[src/rtl/pwk_pkg.sv]
// Shared types, codes and the entry address helper of the page table walker.
package pwk_pkg;

    localparam int unsigned ADDR_W         = 64;
    localparam int unsigned OFFSET_W       = 12;
    localparam int unsigned INDEX_W        = 9;
    localparam int unsigned QUEUE_DEPTH    = 4;

    localparam logic ACTION_TRANSLATE = 1'b0;
    localparam logic ACTION_RESPONSE  = 1'b1;

    typedef enum logic [1:0] {
        KIND_READ  = 2'd0,
        KIND_DONE  = 2'd1,
        KIND_FAULT = 2'd2
    } result_kind_t;

    typedef enum logic {
        OP_TRANSLATE = 1'b0,
        OP_RESPONSE  = 1'b1
    } op_t;

    typedef enum logic [1:0] {
        LEVEL_1 = 2'd0,
        LEVEL_2 = 2'd1,
        LEVEL_3 = 2'd2,
        LEVEL_4 = 2'd3
    } level_t;

    // One classified item on its way from the front part to the back part.
    typedef struct packed {
        op_t               op;
        logic [ADDR_W-1:0] data;
    } queue_entry_t;

    // Address of the entry for the given level inside the table at base.
    function automatic logic [ADDR_W-1:0] entry_addr(
        input logic [ADDR_W-1:0] base,
        input level_t            lvl,
        input logic [ADDR_W-1:0] vaddr
    );
        logic [INDEX_W-1:0] idx;
        unique case (lvl)
            LEVEL_4: idx = vaddr[47:39];
            LEVEL_3: idx = vaddr[38:30];
            LEVEL_2: idx = vaddr[29:21];
            LEVEL_1: idx = vaddr[20:12];
            default: idx = '0;
        endcase
        return {base[ADDR_W-1:OFFSET_W], idx, 3'b000};
    endfunction

endpackage

[src/rtl/pwk_front.sv]
// Front stage of the walker: accepts input items and classifies them for the queue.
module pwk_front (
    input  logic                             clk,
    input  logic                             rst_n,
    input  logic                             in_valid,
    output logic                             in_ready,
    input  logic                             action,
    input  logic [pwk_pkg::ADDR_W-1:0]       req_vaddr,
    input  logic [pwk_pkg::ADDR_W-1:0]       read_data,
    output logic                             push_valid,
    input  logic                             push_ready,
    output pwk_pkg::queue_entry_t            push_entry
);
    import pwk_pkg::*;

    logic         valid_reg;
    logic         valid_next;
    queue_entry_t entry_reg;
    queue_entry_t entry_next;
    logic         take;

    assign in_ready   = !valid_reg || push_ready;
    assign take       = in_valid && in_ready;
    assign push_valid = valid_reg;
    assign push_entry = entry_reg;

    // The item carries only the field that its action uses.
    always_comb
    begin
        valid_next = valid_reg && !push_ready;
        entry_next = entry_reg;
        if (take)
        begin
            valid_next = 1'b1;
            if (action == ACTION_RESPONSE)
            begin
                entry_next.op   = OP_RESPONSE;
                entry_next.data = read_data;
            end
            else
            begin
                entry_next.op   = OP_TRANSLATE;
                entry_next.data = req_vaddr;
            end
        end
    end

    always_ff @(posedge clk or negedge rst_n)
    begin
        if (!rst_n)
        begin
            valid_reg <= 1'b0;
        end
        else
        begin
            valid_reg <= valid_next;
        end
    end

    always_ff @(posedge clk)
    begin
        entry_reg <= entry_next;
    end

endmodule

[src/rtl/pwk_queue.sv]
// Short first-in first-out queue between the front and back parts of the walker.
module pwk_queue #(
    parameter int unsigned DEPTH = pwk_pkg::QUEUE_DEPTH
) (
    input  logic                  clk,
    input  logic                  rst_n,
    input  logic                  push_valid,
    output logic                  push_ready,
    input  pwk_pkg::queue_entry_t push_entry,
    output logic                  pop_valid,
    input  logic                  pop_ready,
    output pwk_pkg::queue_entry_t pop_entry
);
    import pwk_pkg::*;

    localparam int unsigned PTR_W = (DEPTH > 1) ? $clog2(DEPTH) : 1;
    localparam int unsigned CNT_W = $clog2(DEPTH + 1);

    queue_entry_t     slots [DEPTH];
    logic [PTR_W-1:0] wr_ptr_reg;
    logic [PTR_W-1:0] wr_ptr_next;
    logic [PTR_W-1:0] rd_ptr_reg;
    logic [PTR_W-1:0] rd_ptr_next;
    logic [CNT_W-1:0] count_reg;
    logic [CNT_W-1:0] count_next;
    logic             push;
    logic             pop;

    assign push_ready = (count_reg != CNT_W'(DEPTH));
    assign pop_valid  = (count_reg != '0);
    assign pop_entry  = slots[rd_ptr_reg];
    assign push       = push_valid && push_ready;
    assign pop        = pop_valid && pop_ready;

    always_comb
    begin
        wr_ptr_next = wr_ptr_reg;
        rd_ptr_next = rd_ptr_reg;
        count_next  = count_reg;
        if (push)
        begin
            wr_ptr_next = (wr_ptr_reg == PTR_W'(DEPTH - 1)) ? '0 : wr_ptr_reg + 1'b1;
        end
        if (pop)
        begin
            rd_ptr_next = (rd_ptr_reg == PTR_W'(DEPTH - 1)) ? '0 : rd_ptr_reg + 1'b1;
        end
        if (push && !pop)
        begin
            count_next = count_reg + 1'b1;
        end
        else if (pop && !push)
        begin
            count_next = count_reg - 1'b1;
        end
    end

    always_ff @(posedge clk or negedge rst_n)
    begin
        if (!rst_n)
        begin
            wr_ptr_reg <= '0;
            rd_ptr_reg <= '0;
            count_reg  <= '0;
        end
        else
        begin
            wr_ptr_reg <= wr_ptr_next;
            rd_ptr_reg <= rd_ptr_next;
            count_reg  <= count_next;
        end
    end

    always_ff @(posedge clk)
    begin
        if (push)
        begin
            slots[wr_ptr_reg] <= push_entry;
        end
    end

endmodule

[src/rtl/pwk_back.sv]
// Back part of the walker: walk state, root register and the result register.
module pwk_back (
    input  logic                             clk,
    input  logic                             rst_n,
    input  logic                             cfg_valid,
    input  logic [pwk_pkg::ADDR_W-1:0]       cfg_data,
    input  logic                             pop_valid,
    output logic                             pop_ready,
    input  pwk_pkg::queue_entry_t            pop_entry,
    output logic                             out_valid,
    input  logic                             out_ready,
    output logic [1:0]                       result_kind,
    output logic [pwk_pkg::ADDR_W-1:0]       out_addr
);
    import pwk_pkg::*;

    logic [ADDR_W-1:0] root_table_base_reg;
    logic              busy_reg;
    logic              busy_next;
    level_t            level_reg;
    level_t            level_next;
    logic [ADDR_W-1:0] saved_vaddr_reg;
    logic [ADDR_W-1:0] saved_vaddr_next;
    logic              out_valid_reg;
    logic              out_valid_next;
    result_kind_t      kind_reg;
    result_kind_t      kind_next;
    logic [ADDR_W-1:0] addr_reg;
    logic [ADDR_W-1:0] addr_next;
    logic [ADDR_W-1:0] base;
    logic              pop;

    // An item leaves the queue whenever the result register is free or being emptied.
    assign pop_ready   = !out_valid_reg || out_ready;
    assign pop         = pop_valid && pop_ready;
    assign out_valid   = out_valid_reg;
    assign result_kind = kind_reg;
    assign out_addr    = addr_reg;
    assign base        = {pop_entry.data[ADDR_W-1:OFFSET_W], {OFFSET_W{1'b0}}};

    always_comb
    begin
        busy_next        = busy_reg;
        level_next       = level_reg;
        saved_vaddr_next = saved_vaddr_reg;
        out_valid_next   = out_valid_reg && !out_ready;
        kind_next        = kind_reg;
        addr_next        = addr_reg;
        if (pop)
        begin
            unique case (pop_entry.op)
                OP_TRANSLATE:
                begin
                    // A request during a walk is dropped without a result.
                    if (!busy_reg)
                    begin
                        saved_vaddr_next = pop_entry.data;
                        busy_next        = 1'b1;
                        level_next       = LEVEL_4;
                        out_valid_next   = 1'b1;
                        kind_next        = KIND_READ;
                        addr_next        = entry_addr(root_table_base_reg, LEVEL_4,
                                                      pop_entry.data);
                    end
                end
                OP_RESPONSE:
                begin
                    // A response with no walk in progress is dropped.
                    if (busy_reg)
                    begin
                        out_valid_next = 1'b1;
                        if (!pop_entry.data[0])
                        begin
                            busy_next  = 1'b0;
                            level_next = LEVEL_1;
                            kind_next  = KIND_FAULT;
                            addr_next  = '0;
                        end
                        else if (level_reg == LEVEL_1)
                        begin
                            busy_next = 1'b0;
                            kind_next = KIND_DONE;
                            addr_next = {base[ADDR_W-1:OFFSET_W],
                                         saved_vaddr_reg[OFFSET_W-1:0]};
                        end
                        else
                        begin
                            level_next = level_t'(level_reg - 2'd1);
                            kind_next  = KIND_READ;
                            addr_next  = entry_addr(base, level_t'(level_reg - 2'd1),
                                                    saved_vaddr_reg);
                        end
                    end
                end
                default:
                begin
                end
            endcase
        end
    end

    always_ff @(posedge clk or negedge rst_n)
    begin
        if (!rst_n)
        begin
            root_table_base_reg <= '0;
            busy_reg            <= 1'b0;
            level_reg           <= LEVEL_1;
            out_valid_reg       <= 1'b0;
        end
        else
        begin
            if (cfg_valid)
            begin
                root_table_base_reg <= cfg_data;
            end
            busy_reg      <= busy_next;
            level_reg     <= level_next;
            out_valid_reg <= out_valid_next;
        end
    end

    always_ff @(posedge clk)
    begin
        saved_vaddr_reg <= saved_vaddr_next;
        kind_reg        <= kind_next;
        addr_reg        <= addr_next;
    end

endmodule

[src/rtl/four_level_page_table_walker_core.sv]
// Top level of the four-level page table walker.
//
// This walker translates a 64-bit virtual address through four levels of
// 4 KiB page tables. A translate item starts a walk and yields a read request
// for the level-4 entry; each memory response item is checked for its present
// bit and yields either the next read request, the final physical address
// (frame base ORed with the page offset), or a not-mapped fault with a zero
// address. A translate item that arrives during a walk, and a response that
// arrives with no walk in progress, are dropped and yield no result. The
// block takes one input transfer per cycle and delivers at most one result
// transfer per cycle, sustained as long as the result side keeps up. An item
// passes through the front register, the classification queue and the back
// result register. The queue of QUEUE_DEPTH entries absorbs stalls on the
// result side before the input side sees ready fall. The root table base is
// written through the configuration channel, which is always ready; write it only
// while no walk is pending and no item is in flight.
module four_level_page_table_walker_core #(
    parameter int unsigned QUEUE_DEPTH = pwk_pkg::QUEUE_DEPTH
) (
    input  logic                       clk,
    input  logic                       rst_n,
    input  logic                       cfg_valid,
    output logic                       cfg_ready,
    input  logic [pwk_pkg::ADDR_W-1:0] cfg_data,
    input  logic                       in_valid,
    output logic                       in_ready,
    input  logic                       action,
    input  logic [pwk_pkg::ADDR_W-1:0] req_vaddr,
    input  logic [pwk_pkg::ADDR_W-1:0] read_data,
    output logic                       out_valid,
    input  logic                       out_ready,
    output logic [1:0]                 result_kind,
    output logic [pwk_pkg::ADDR_W-1:0] out_addr
);
    import pwk_pkg::*;

    logic         push_valid;
    logic         push_ready;
    queue_entry_t push_entry;
    logic         pop_valid;
    logic         pop_ready;
    queue_entry_t pop_entry;

    // The root register takes a write in any cycle.
    assign cfg_ready = 1'b1;

    // The front stage registers each accepted item with its classification.
    pwk_front u_front (
        .clk        (clk),
        .rst_n      (rst_n),
        .in_valid   (in_valid),
        .in_ready   (in_ready),
        .action     (action),
        .req_vaddr  (req_vaddr),
        .read_data  (read_data),
        .push_valid (push_valid),
        .push_ready (push_ready),
        .push_entry (push_entry)
    );

    // The queue lets the front keep accepting while the result side stalls.
    pwk_queue #(
        .DEPTH (QUEUE_DEPTH)
    ) u_queue (
        .clk        (clk),
        .rst_n      (rst_n),
        .push_valid (push_valid),
        .push_ready (push_ready),
        .push_entry (push_entry),
        .pop_valid  (pop_valid),
        .pop_ready  (pop_ready),
        .pop_entry  (pop_entry)
    );

    // The back part owns the walk state and drives the result channel.
    pwk_back u_back (
        .clk         (clk),
        .rst_n       (rst_n),
        .cfg_valid   (cfg_valid),
        .cfg_data    (cfg_data),
        .pop_valid   (pop_valid),
        .pop_ready   (pop_ready),
        .pop_entry   (pop_entry),
        .out_valid   (out_valid),
        .out_ready   (out_ready),
        .result_kind (result_kind),
        .out_addr    (out_addr)
    );

endmodule

[config.mk]
export PLATFORM = sky130hd
export DESIGN_NAME = four_level_page_table_walker_core
export DESIGN_NICKNAME = d
export VERILOG_FILES = /design/src/rtl/pwk_pkg.sv /design/src/rtl/pwk_front.sv /design/src/rtl/pwk_queue.sv /design/src/rtl/pwk_back.sv /design/src/rtl/four_level_page_table_walker_core.sv
export SDC_FILE = /design/constraint.sdc
export NUM_CORES = 1
export LEC_CHECK = 0
export ABC_AREA = 1
export BUFFER_PORTS_ARGS = -buffer_cell sky130_fd_sc_hd__buf_4
export CAP_MARGIN = 40
export CORE_AREA = 2 2 288 205
export CTS_CLUSTER_SIZE = 16
export DETAILED_ROUTE_END_ITERATION = 12
export DIE_AREA = 0 0 290 207
export PLACE_DENSITY_LB_ADDON = 0.2
export SLEW_MARGIN = 20
export SYNTH_ARGS = -nofsm -noshare
export SYNTH_HDL_FRONTEND = slang
export SYNTH_SLANG_ARGS = --single-unit
[constraint.sdc]
create_clock -name clk -period 5.4 [get_ports clk]
set_clock_uncertainty 0.05 [all_clocks]
set_input_delay 1.08 -clock clk [delete_from_list [all_inputs] [get_ports clk]]
set_output_delay 1.08 -clock clk [all_outputs]
set_load 0.005 [all_outputs]
==> flow_results.org, run 1 <==
** Run status
- Status :: complete, no violations

** Detailed routing
- Number of vias in the routed layout :: 12040
- The final layout contains routed wiring with a total length of 48030 µm.
- Via density per instance :: 4.595
- Number of DRC violations after detailed routing :: 0
- For this block, the initial DRC count from the detailed router was 754.
- In the final routed layout, each cell accounts on average for 18.33 µm.
- Length of the first detailed-routing pass in iterations :: 5
- Residual antenna-violating net count after detailed routing :: 0

** Timing
- After routing, the total negative slack on setup checks comes to 0 ns.
- Min Tclk post-route :: 3.458 ns
- Worst Tran Pin Value :: 0.8388 ns
- The final number of max-transition violations was 0.
- Max-slew headroom :: 0.4408
- Final worst-path setup slack :: 1.942 ns
- Setup violations remaining at the end of the flow were counted as 0.
- Setup repair after global routing left no endpoint under its margin.
- Share of the clock period used by the worst path :: 0.6404
- Maximum operating frequency :: 289.2 MHz
- Final count of hold timing violations :: 0

** Clocking
- Num CTS Buffers :: 51
- Clock tree root buffer cell :: sky130_fd_sc_hd__clkbuf_16
- Post_cts resized :: 0
- Clock edge transition at the registers on the reported setup and hold paths :: 0.06 ns
- TritonCTS built the clock tree.
- The H-tree was split into 2 levels.
- The clock net in this run drives a total of 494 sinks.
- Counting along the longest clock path gives a buffer depth of 3.
- After clock tree synthesis, the setup repair step added 0 buffers.
- For this design, the CTS-stage hold fixing added 0 buffers.
- For the worst-skew pair, the clock arrives at the later sink with an insertion delay of 0.60 ns.

** Final layout
- In the layout the commonest cells are sky130_fd_sc_hd__nand2_1 (475), sky130_fd_sc_hd__edfxtp_1 (430), sky130_fd_sc_hd__buf_4 (273).
- Net count of the finished layout :: 2029
- Once layout is complete, the utilization of the core stands at 0.4245.
- Fillers :: 5290
- Most frequent standard cell in the layout excluding fill and tap cells :: sky130_fd_sc_hd__nand2_1
- Post-route cell area :: 24410 µm²
- N_diodes :: 0
- Of the cells placed in the final design, the portion with a size suffix greater than 1 is 0.2452.
- The register with the most flip-flops in the layout has 260 of them.
- Compared with the post-synthesis result, the final layout area differs by 22.93%.
- After the flow finishes, the layout carries non-filler instances totaling 2620.
- The register with the most flip-flops in the final layout is u_queue.slots.

** Placement
- At the end of routability-driven placement, the weighted congestion stood at 0.7865.
- Port buffering added 253 buffers.
- Placed instance count :: 2523
- After legalization and detailed placement, the total HPWL measured 30710 µm.
- Timing analysis after detailed placement gives a worst setup slack of 1.880 ns.
- After detailed placement, the total cell area comes to 22680 µm².

** Pwr
- Power spread over the standard cell area amounts to 570.4 nW/µm².
- Static Leak :: 0.009779 µW
- Across the VDD grid, the largest voltage drop is 0.0003863 V.

** Job
- Max cap viols :: 0

** Worst setup path
- Crit path kind :: register to register
- Crit-path cells :: inv_4 > nand2_1 > nand3_1 > nand2_4 > clkinv_1 > ha_1 > nor2_4 > buf_4
- Slowest stage cell, crit path :: sky130_fd_sc_hd__dfrtp_4
- Maximum cell stage delay along the critical path :: 0.81 ns
- Number of cells on the critical path :: 8
- In this design, the largest share of critical-path delay is due to buffers and inverters.
- The worst register-to-register path has a depth of 8.
- Worst endpoint required time :: 5.57 ns
- The critical path contains buffers and inverters numbering 3 combined.
- Signal arrival time at the worst endpoint :: 3.62 ns
- Critical path endpoint category :: register
- Along the worst path, the maximum fanout reaches 50.
- Type of element launching the critical path :: register

** Global route
- Total Routing Usage GR :: 0.1595
- The via count of the first global-routing pass came to 12170.
- Wire length of the first global-routing pass :: 73150 µm
- The total overflow left after global routing is 0.
- Pin count of the biggest net entering global routing :: 80
- Antenna violations before repair :: 1

** Yosys
- Main combinational cell family by area after synthesis :: simple AND/OR/NAND/NOR gates
- The Yosys step of the flow raised 0 warnings.
- Share of cell area taken by muxes after synthesis :: 0.03630
- Complex-gate fraction of the synthesized area :: 0.05174
- Of the synthesized area, sequential elements account for 0.7310.
- Count of different cell masters after synthesis :: 29
- After synthesis, the mean cell area works out to 12.72 µm².
- Netlist area before placement :: 19850 µm²
- Of the total synthesized cell area, the portion taken by full adders, half adders and majority gates is 0.009201.
- Post-Synthesis Net Count :: 1773
- In this run, synthesis produced a sequential element count of 494.
- Of the total synthesized cell area, the portion taken by AND, OR, NAND and NOR gates is 0.1276.
- In the synthesized netlist, the number of instances is 1561.
- Of the total synthesized cell area, the portion taken by XOR and XNOR cells is 0.0008823.

** Worst hold path
- Type of the tightest min-delay check :: input pin to async pin

** Floorplan
- The total area inside the core boundary comes to 57500 µm².
- The initial utilization of the core area, before any placement, comes to 0.3453.
- Horizontal extent of the die :: 290 µm
- Number of primary I/O pins :: 267
- From bottom edge to top edge, the die measures 207 µm.
- Die footprint :: 60030 µm²
- The initialized floorplan defines 74 standard-cell rows.
==> cell type report <==
class	count	area [µm²]	area share
Multi-Input combinational cell	872	4536	0.1858
Tap cell	760	950.9	0.03896
Clock buffer	76	1451	0.05947
Sequential cell	494	14520	0.5949
Timing Repair Buffer	282	2260	0.09259
Inverter	116	439.2	0.01799
Clock inverter	20	250.2	0.01025
==> cells by family after synthesis <==
family,count (synthesis)
fa+ha+maj,14
mux,64
simple gates,626
compound gates,165
flops,494
xor+xnor,2
other cells,1
buf+inv,195
==> cells in the mapped netlist, drive strengths merged <==
| master | count | share of area |
|---|---|---|
| a21oi | 6 | 0.0015 |
| and2 | 32 | 0.010 |
| buf | 57 | 0.017 |
| clkbuf | 22 | 0.0042 |
| clkinv | 1 | 0.00019 |
| conb | 1 | 0.00019 |
| dfrtp | 64 | 0.081 |
| edfxtp | 430 | 0.65 |
| fa | 1 | 0.0010 |
| ha | 13 | 0.0082 |
| inv | 115 | 0.022 |
| mux2 | 64 | 0.036 |
| nand2 | 478 | 0.091 |
| nand3 | 67 | 0.017 |
| nand3b | 1 | 0.00038 |
| nand4 | 3 | 0.00095 |
| nor2 | 44 | 0.0083 |
| nor3 | 1 | 0.00025 |
| o21ai | 99 | 0.025 |
| o22ai | 59 | 0.025 |
| o31ai | 1 | 0.00038 |
| xnor2 | 1 | 0.00044 |
| xor2 | 1 | 0.00044 |
==> metal layers <==
| layer | routed length, µm | vias up | track usage | part of all wire |
|---|---|---|---|---|
| li1 | - | 5867 | - | - |
| met5 | 0 | - | 0 | 0 |
| met1 | 23510 | 5837 | 0.2323 | 0.49 |
| met2 | 21460 | 269 | 0.2491 | 0.45 |
| met3 | 2108 | 67 | 0.02554 | 0.044 |
| met4 | 952 | 0 | 0.04149 | 0.020 |
==> stage by stage <==
step / hold WS, ns / power [µW]
floorplan: 0.4087 / 8631
global placement: 0.4208 / 10360
detailed placement: 0.4308 / 10530
CTS: 0.3755 / 14100
global route: 0.3974 / 14780
finish: 0.3951 / 13920
==> final timing paths <==
path | start | endpoint | slack (ns)
min | rst_n | u_back.root_table_base_reg[55]$_DFFE_PN0P_ | 0.40
min reg2reg | u_front.push_entry[56]$_DFFE_PP_ | u_queue.slots[1][56]$_DFFE_PP_ | 0.44
min in group clk | u_front.push_entry[56]$_DFFE_PP_ | u_queue.slots[1][56]$_DFFE_PP_ | 0.44
max in group asynchronous | rst_n | u_back.root_table_base_reg[25]$_DFFE_PN0P_ | 4.32
max | u_queue.rd_ptr_reg[0]$_DFFE_PN0N_ | u_back.out_addr[44]$_DFFE_PP_ | 1.94
max reg2reg | u_queue.rd_ptr_reg[0]$_DFFE_PN0N_ | u_back.out_addr[44]$_DFFE_PP_ | 1.94
==> report_power, final <==
| group | leakage, µW | internal, µW | switching, µW |
|---|---|---|---|
| Sequential | 0.00480 | 5600 | 424 |
| Clock | 0.000832 | 2070 | 1460 |
| Combinational | 0.00415 | 1450 | 2910 |
Note: power is estimated with default switching activity, not from simulation.
==> run 2, diff against run 1 <==
==> constraint.sdc (replaced) <==
create_clock -name clk -period 3.5 [get_ports clk]
set_clock_uncertainty 0.05 [all_clocks]
set_input_delay 0.7 -clock clk [delete_from_list [all_inputs] [get_ports clk]]
set_output_delay 0.7 -clock clk [all_outputs]
set_load 0.005 [all_outputs]
==> flow_results.org, run 2 (same netlist as run 1, synthesis figures left out) <==
** Run status
- The run finished with clean final reports.

** Placement
- After detailed placement, the total cell area comes to 22690 µm².
- Worst slack after detailed placement :: 0.7987 ns
- The wire-length estimate of the detail-placed layout is 29940 µm.
- I/O Buffers :: 253
- At the end of routability-driven placement, the weighted congestion stood at 0.7870.

** Worst setup path
- STA classifies the critical path endpoint as a register.
- Maximum cell stage delay along the critical path :: 0.51 ns
- Type of element launching the critical path :: register
- On the critical path, the stage with the largest delay is an instance of sky130_fd_sc_hd__dfrtp_4.
- Along the worst path, the maximum fanout reaches 50.
- Together, buffers and inverters on the worst path number 4.
- Crit-path cells :: inv_4 > buf_4 > buf_12 > nand2_1 > nand3_1 > nand2_2 > nand2_2 > buf_4 > o22ai_1
- Data on the critical path arrives at its endpoint at 2.95 ns.
- The worst setup path is of the register to register kind.
- Cell family with the largest share of critical-path delay :: buffers and inverters
- Worst endpoint required time :: 3.76 ns

** Timing
- The worst path meets setup with 0.8074 ns of slack.
- Finish-stage setup viols :: 0
- Max-slew headroom :: 0.5637
- Share of the clock period used by the worst path :: 0.7693
- Final-layout setup total negative slack :: 0 ns
- Subtracting the final worst setup slack from the clock period gives 2.693 ns.
- Max Slew Vio Count :: 0
- Setup repair after global routing left no endpoint under its margin.
- Final count of hold timing violations :: 0
- Timing would allow up to 371.4 MHz.
- For the pin with the worst max-slew slack, the measured transition is 0.6545 ns.

** Global route
- Highest-utilization routing layer at the global route stage :: met2
- Vias in the first global route :: 12190
- For this run, global-route usage on met3 was measured as 0.02704.
- The number of antenna violations at the first check in global routing is 1.
- Total Routing Usage GR :: 0.1607
- In the global route stage, met1 resource usage came out at 0.2383.
- Entering global routing, the biggest net connects 78 pins.
- After global routing the overflow that remains totals 0.
- Met2 capacity usage during global routing :: 0.2436
- The first global-routing pass estimated 73710 µm of wire.

** Floorplan
- Measured along the x axis, the die boundary spans 290 µm.
- Placement row count :: 74
- The floorplan step defined a die boundary enclosing 60030 µm².
- Number of primary I/O pins :: 267
- The initial utilization of the core area, before any placement, comes to 0.3453.
- Std-Cell Core Area :: 57500 µm²
- Measured along the y axis, the die boundary spans 207 µm.

** Clocking
- Clock tree root buffer cell :: sky130_fd_sc_hd__clkbuf_16
- The number of setup buffers added after CTS is 0.
- After clock tree synthesis, the clock-pin slew on the worst setup and hold paths is 0.06 ns.
- Source-to-sink clock delay at the later pin of the worst-skew pair :: 0.60 ns
- Num CTS Buffers :: 50
- In this run the deepest clock path goes through 3 buffers.
- CTS built an H-tree with a depth of 2.
- Clock tree from TritonCTS :: done
- After clock tree synthesis, the repair step resized 0 gates.
- CTS saw 494 sinks.

** Final layout
- Fillers :: 5307
- In the final layout, flip-flops and latches occupy 14520 µm².
- Layout cell share with drive strength beyond 1 :: 0.2434
- Leaving out fill and tap cells, the most frequent cell in the layout is sky130_fd_sc_hd__nand2_1.
- The number of antenna diodes in the final layout is 0.
- After the last flow step, the layout net total stands at 2028.
- Relative to the synthesized area, the layout overhead comes to 22.29%.
- The register with the most flip-flops in the layout has 260 of them.
- Post-route cell area :: 24280 µm²
- The library cells used most frequently in the layout, excluding fill and tap cells, are sky130_fd_sc_hd__nand2_1 (475), sky130_fd_sc_hd__edfxtp_1 (430), sky130_fd_sc_hd__buf_4 (270).
- Area taken by multi-input logic gates :: 4536 µm²
- Largest Register :: u_queue.slots

** Worst hold path
- Type of the tightest min-delay check :: input pin to register

** Pwr
- Total power divided by cell area :: 870.6 nW/µm²
- Worst IR Drop VDD :: 0.0006006 V
- The analysis attributes to cell leakage a power of 0.009711 µW.
- Proportion of power drawn by the clock network :: 0.242
- The internal portion of the total power is 13770 µW.
- In this run the power spent charging and discharging nets is 7367 µW.
- Fraction of power consumed by combinational cells :: 0.325
- The share of total power dissipated in sequential elements is 0.433.
- Switching Share :: 0.3485

** Job
- Max cap viols :: 0

** Detailed routing
- The first TritonRoute pass finished after 5 iterations.
- Residual antenna-violating net count after detailed routing :: 0
- Via density per instance :: 4.581
- In the routed design, unresolved DRC markers number 0.
- Summing over every cut layer, the via total after detailed routing is 11990.
- Routed WL per cell :: 18.36 µm
- The first routing iteration left 840 violations.
- The final layout contains routed wiring with a total length of 48040 µm.
-- run 2: cell count changes in the layout (fill, tap and decap cells not counted), sizes merged --
cell / before / now
buf: 282 / 281
clkinv: 14 / 19
clkbuf: 76 / 71
dlygate4sd3: 0 / 1
clkinvlp: 1 / 2
inv: 117 / 116
bufinv: 4 / 1
-- run 2: worst paths after layout --
check	from	end	slack (ns)	cells after the start
max in group asynchronous	rst_n	u_back.root_table_base_reg[21]$_DFFE_PN0P_	2.25	3
hold / removal	cfg_data[61]	u_back.root_table_base_reg[61]$_DFFE_PN0P_	0.26	3
setup / recovery	u_queue.rd_ptr_reg[0]$_DFFE_PN0N_	u_back.out_addr[19]$_DFFE_PP_	0.81	9
setup reg to reg	u_queue.rd_ptr_reg[0]$_DFFE_PN0N_	u_back.out_addr[19]$_DFFE_PP_	0.81	9
min in group asynchronous	rst_n	u_back.level_reg[0]$_DFFE_PN0P_	0.56	2
hold reg to reg	u_front.push_entry[46]$_DFFE_PP_	u_queue.slots[1][46]$_DFFE_PP_	0.44	0
-- run 2: final cells by class --
cell class	instances	share of cell area
repair buffers	282	0.09358
flip-flops and latches	494	0.5980
clock buffers	71	0.05813
clock inverters	22	0.006236
inverters	116	0.01809
well taps	760	0.03917
multi-input cells	872	0.1868
-- run 2: worst reg2reg max path, delay by kind of cell, from the launching register on --
kind	cells	cell delay, ns
flops	1	0.51
buf+inv	4	1.10
compound gates	1	0.18
simple gates	4	0.57
-- run 2: timing repair --
item | CTS | global route
hold buffers | 1 | 0
hold endpoints to repair | 18 | 0
endpoints found under the setup margin | 0 | 0
-- run 2: through the flow --
| step | instances | util | power (µW) | hold slack (ns) |
|---|---|---|---|---|
| after global routing | 2617 | 0.4223 | 22510 | 0.2577 |
| after detailed placement | 2522 | 0.3946 | 16270 | 0.4316 |
| after CTS | 2616 | 0.4219 | 21440 | 0.2290 |
| after floorplan | 1561 | - | 13290 | 0.3544 |
| after global placement | 2517 | 0.3926 | 16090 | 0.4201 |
| final | 2617 | 0.4223 | 21140 | 0.2616 |
-- run 2: routing by layer --
layer | vias to the layer above | share of wire
met1 | 5783 | 0.50
met4 | 0 | 0.020
met5 | - | 0
met2 | 263 | 0.44
met3 | 68 | 0.045
li1 | 5875 | -
-- run 2: power groups by stage --
stage / sequential (µW) / clock [µW] / combinational (µW)
floorplan: 9230 / 0 / 4060
global placement: 9260 / 0 / 6830
detailed placement: 9270 / 0 / 7000
CTS: 9160 / 5260 / 7020
global route: 9290 / 5500 / 7720
finish: 9150 / 5110 / 6870
==> run 3, diff against run 2 <==
--- a/config.mk
+++ b/config.mk
@@ -5,13 +5,13 @@
 export SDC_FILE = /design/constraint.sdc
 export NUM_CORES = 1
 export LEC_CHECK = 0
-export ABC_AREA = 1
+export ABC_AREA = 0
 export BUFFER_PORTS_ARGS = -buffer_cell sky130_fd_sc_hd__buf_4
 export CAP_MARGIN = 40
-export CORE_AREA = 2 2 288 205
+export CORE_AREA = 2 2 281 200
 export CTS_CLUSTER_SIZE = 16
 export DETAILED_ROUTE_END_ITERATION = 12
-export DIE_AREA = 0 0 290 207
+export DIE_AREA = 0 0 283 202
 export PLACE_DENSITY_LB_ADDON = 0.2
 export SLEW_MARGIN = 20
 export SYNTH_ARGS = -nofsm -noshare
==> constraint.sdc (replaced) <==
create_clock -name clk -period 2.7 [get_ports clk]
set_clock_uncertainty 0.05 [all_clocks]
set_input_delay 0.54 -clock clk [delete_from_list [all_inputs] [get_ports clk]]
set_output_delay 0.54 -clock clk [all_outputs]
set_load 0.005 [all_outputs]
==> flow_results.org, run 3 <==
** Timing
- Hold slack final :: 0.1181 ns
- The worst path needs 2.206 ns of the cycle, external delays included.
- The final number of max-transition violations is 0.
- Share of the clock period used by the worst path :: 0.8169
- Final count of hold timing violations :: 0
- The worst pin sits at a relative slew slack of 0.4850.
- Maximum operating frequency :: 453.4 MHz
- For the pin with the worst max-slew slack, the measured transition is 0.7725 ns.
- Final worst-path setup slack :: 0.4944 ns
- Setup repair after global routing left no endpoint under its margin.
- Finish-stage setup viols :: 0

** Worst setup path
- Critical path endpoint category :: register
- Worst endpoint required time :: 3.09 ns
- Data on the critical path arrives at its endpoint at 2.59 ns.
- The critical path in this run is classified as register to register.
- Max FO, Critical Path :: 26
- Type of element launching the critical path :: register

** Yosys
- Area fraction of the dominant cell type after synthesis :: 0.6827
- Cell with the most instances after synthesis :: sky130_fd_sc_hd__edfxtp_1
- Ranked by total cell area, the synthesized netlist is headed by sky130_fd_sc_hd__edfxtp_1 (68%), sky130_fd_sc_hd__dfrtp_1 (8.5%), sky130_fd_sc_hd__mux4_2 (7.6%).
- In this run the cell area of the synthesized design comes to 18910 µm².
- Cell type contributing the most total cell area after synthesis :: sky130_fd_sc_hd__edfxtp_1
- Total of flip-flops plus latches after synthesis :: 494
- In this run, distinct cell masters in the synthesized netlist total 32.
- The number of nets in the synthesized netlist is 1166.
- Mapped Cells :: 954
- In the synthesized netlist the async set-or-reset flop fraction comes to 0.1296.
- Dominant register cell in the synthesized netlist :: sky130_fd_sc_hd__edfxtp_1
- Averaged over all synthesized cells, the footprint is 19.83 µm².
- Of the synthesized area, sequential elements account for 0.7674.
- During synthesis, Yosys emitted a total of 0 warnings.
- By count the netlist is led by sky130_fd_sc_hd__edfxtp_1 (430), sky130_fd_sc_hd__mux2_2 (119), sky130_fd_sc_hd__nand2_1 (73).
- Post-synth EDFFs :: 430

** Final layout
- The number of antenna diodes in the final layout is 0.
- Most frequent standard cell in the layout excluding fill and tap cells :: sky130_fd_sc_hd__edfxtp_1
- The area growth from synthesis to layout is 24.17%.
- The top cell types in the final layout, fill and taps aside, are sky130_fd_sc_hd__edfxtp_1 (430), sky130_fd_sc_hd__buf_4 (269), sky130_fd_sc_hd__mux2_2 (118).
- In the final layout, the share of cells above drive strength 1 is 0.4264.
- Net count of the finished layout :: 1452
- Counting the fill cells in the layout gives 4819.
- Largest register FFs :: 260
- Largest Register :: u_queue.slots
- Summing all multi-input logic gate instances after layout gives 4124 µm².
- Seq. cell area :: 14520 µm²

** Global route
- For this run, the total global-route usage over all layers was measured as 0.1516.
- For this run the aggregate overflow at the end of global routing stands at 0.
- Wire length of the first global-routing pass :: 64230 µm
- Entering global routing, the biggest net connects 66 pins.
- Vias in the first global route :: 10040
- Antenna violations before repair :: 0

** Placement
- At the end of routability-driven placement, the weighted congestion stood at 0.7267.
- The wire-length estimate of the detail-placed layout is 27660 µm.
- Worst slack after detailed placement :: 0.4959 ns
- I/O Buffers :: 253

** Detailed routing
- The detailed router finished its first iteration with 705 violations.
- The detail route stage leaves a number of antenna-violating nets equal to 0.
- After detailed routing, the number of vias per cell comes to 4.760.
- In the routed design, unresolved DRC markers number 0.
- The routed design has 43320 µm of wire.
- Routed WL per cell :: 21.47 µm
- Number of vias in the routed layout :: 9605
- Before antenna repair, the detailed router went through 5 iterations.

** Floorplan
- The die covers 57170 µm².
- The floorplan step defined a core boundary enclosing 54500 µm².
- Die H :: 202 µm
- Horizontal extent of the die :: 283 µm
- After floorplanning, the core was divided into 72 placement rows.
- 267 I/O pins were placed.
- For this configuration, the core starts out at a cell density of 0.3470.

** Clocking
- TritonCTS built the clock tree.
- Clock tree root buffer cell :: sky130_fd_sc_hd__clkbuf_16
- The clock tree synthesis step divided the H-tree into 2 levels.
- In this run the deepest clock path goes through 3 buffers.
- Buffers inserted during post-CTS setup optimization :: 0
- Source-to-sink clock delay at the later pin of the worst-skew pair :: 0.58 ns
- Buffers inserted during clock tree synthesis total 49.
- Cts hold-fix bufs :: 0
- Clock tree synthesis found a total of 494 sinks.
- Gates resized during post-CTS repair numbered 0.
- Clock edge transition at the registers on the reported setup and hold paths :: 0.06 ns

** Job
- Max-cap violations in this run came to 0.

** Pwr
- Summed over all cells, the static leakage comes to 0.008599 µW.
- Summing internal, switching and leakage power gives 26240 µW.
- Total power divided by cell area :: 1117 nW/µm²
- IR analysis of the VDD net gives a maximum drop of 0.0005961 V.

** Run status
- The flow ran to the end, and the final reports show no timing, DRC or antenna violations.

** Worst hold path
- Type of the tightest min-delay check :: input pin to register
-- run 3: through the flow --
stage,instances,util,instance area (µm²),setup TNS [ns]
floorplan,954,-,18970,-3.760
finish,2018,0.4309,23480,0
global placement,1926,0.4025,21930,0
global route,2018,0.4309,23480,0
detailed placement,1927,0.4028,21950,0
CTS,2016,0.4302,23450,0
-- run 3: final timing paths --
path | startpoint | endpoint | slack (ns) | cells past startpoint
setup / recovery | u_queue.rd_ptr_reg[1]$_DFFE_PN0N_ | u_back.out_addr[8]$_DFFE_PP_ | 0.49 | 7
hold / removal | in_valid | u_front.push_valid$_DFF_PN0_ | 0.12 | 2
setup reg to reg | u_queue.rd_ptr_reg[1]$_DFFE_PN0N_ | u_back.out_addr[8]$_DFFE_PP_ | 0.49 | 7
hold reg to reg | u_front.push_entry[49]$_DFFE_PP_ | u_queue.slots[2][49]$_DFFE_PP_ | 0.44 | 0
max in group asynchronous | rst_n | u_queue.rd_ptr_reg[1]$_DFFE_PN0N_ | 1.84 | 3
min in group asynchronous | rst_n | u_back.root_table_base_reg[28]$_DFFE_PN0P_ | 0.28 | 2
-- run 3: routing by layer --
metal | global-route usage | routed length [µm] | vias up | share of wire
li1 | - | - | 4351 | -
met1 | 0.2299 | 21370 | 4959 | 0.49
met2 | 0.2237 | 19150 | 241 | 0.44
met3 | 0.03081 | 2209 | 54 | 0.051
met4 | 0.03552 | 597 | 0 | 0.014
met5 | 0 | 0 | - | 0
-- run 3: kinds of logic after synthesis --
logic type,share of synthesized area
DFF,0.7674
muxes,0.1529
and+or+nand+nor,0.03070
buffers and inverters,0.01654
AOI/OAI and AO/OA,0.02077
adders and majority gates,0.009659
xor gates and xnor gates,0.001853
other,0.0001983
-- run 3: worst max-delay path: stages, from the launching register on --
cell and delay, ns:
sky130_fd_sc_hd__dfrtp_4 0.51, sky130_fd_sc_hd__mux2i_1 0.13, sky130_fd_sc_hd__mux2_4 0.35, sky130_fd_sc_hd__inv_1 0.13, sky130_fd_sc_hd__buf_4 0.20, sky130_fd_sc_hd__and2_1 0.14, sky130_fd_sc_hd__buf_4 0.35, sky130_fd_sc_hd__a22o_1 0.20
-- run 3: final cells by class --
| type | instances | share of cell area |
|---|---|---|
| Multi-Input combinational cell | 392 | 0.1756 |
| Inverter | 17 | 0.002717 |
| Clock inverter | 19 | 0.006234 |
| Clock buffer | 70 | 0.05728 |
| Timing Repair Buffer | 286 | 0.1004 |
| Sequential cell | 494 | 0.6184 |
| Tap cell | 740 | 0.03943 |
-- run 3: where the power goes --
group / internal, µW / switching, µW / leakage, µW
registers: 11200 / 685 / 0.00477
logic: 3330 / 4610 / 0.00309
clock network: 3650 / 2810 / 0.000737
total: 18100 / 8100 / 0.00860
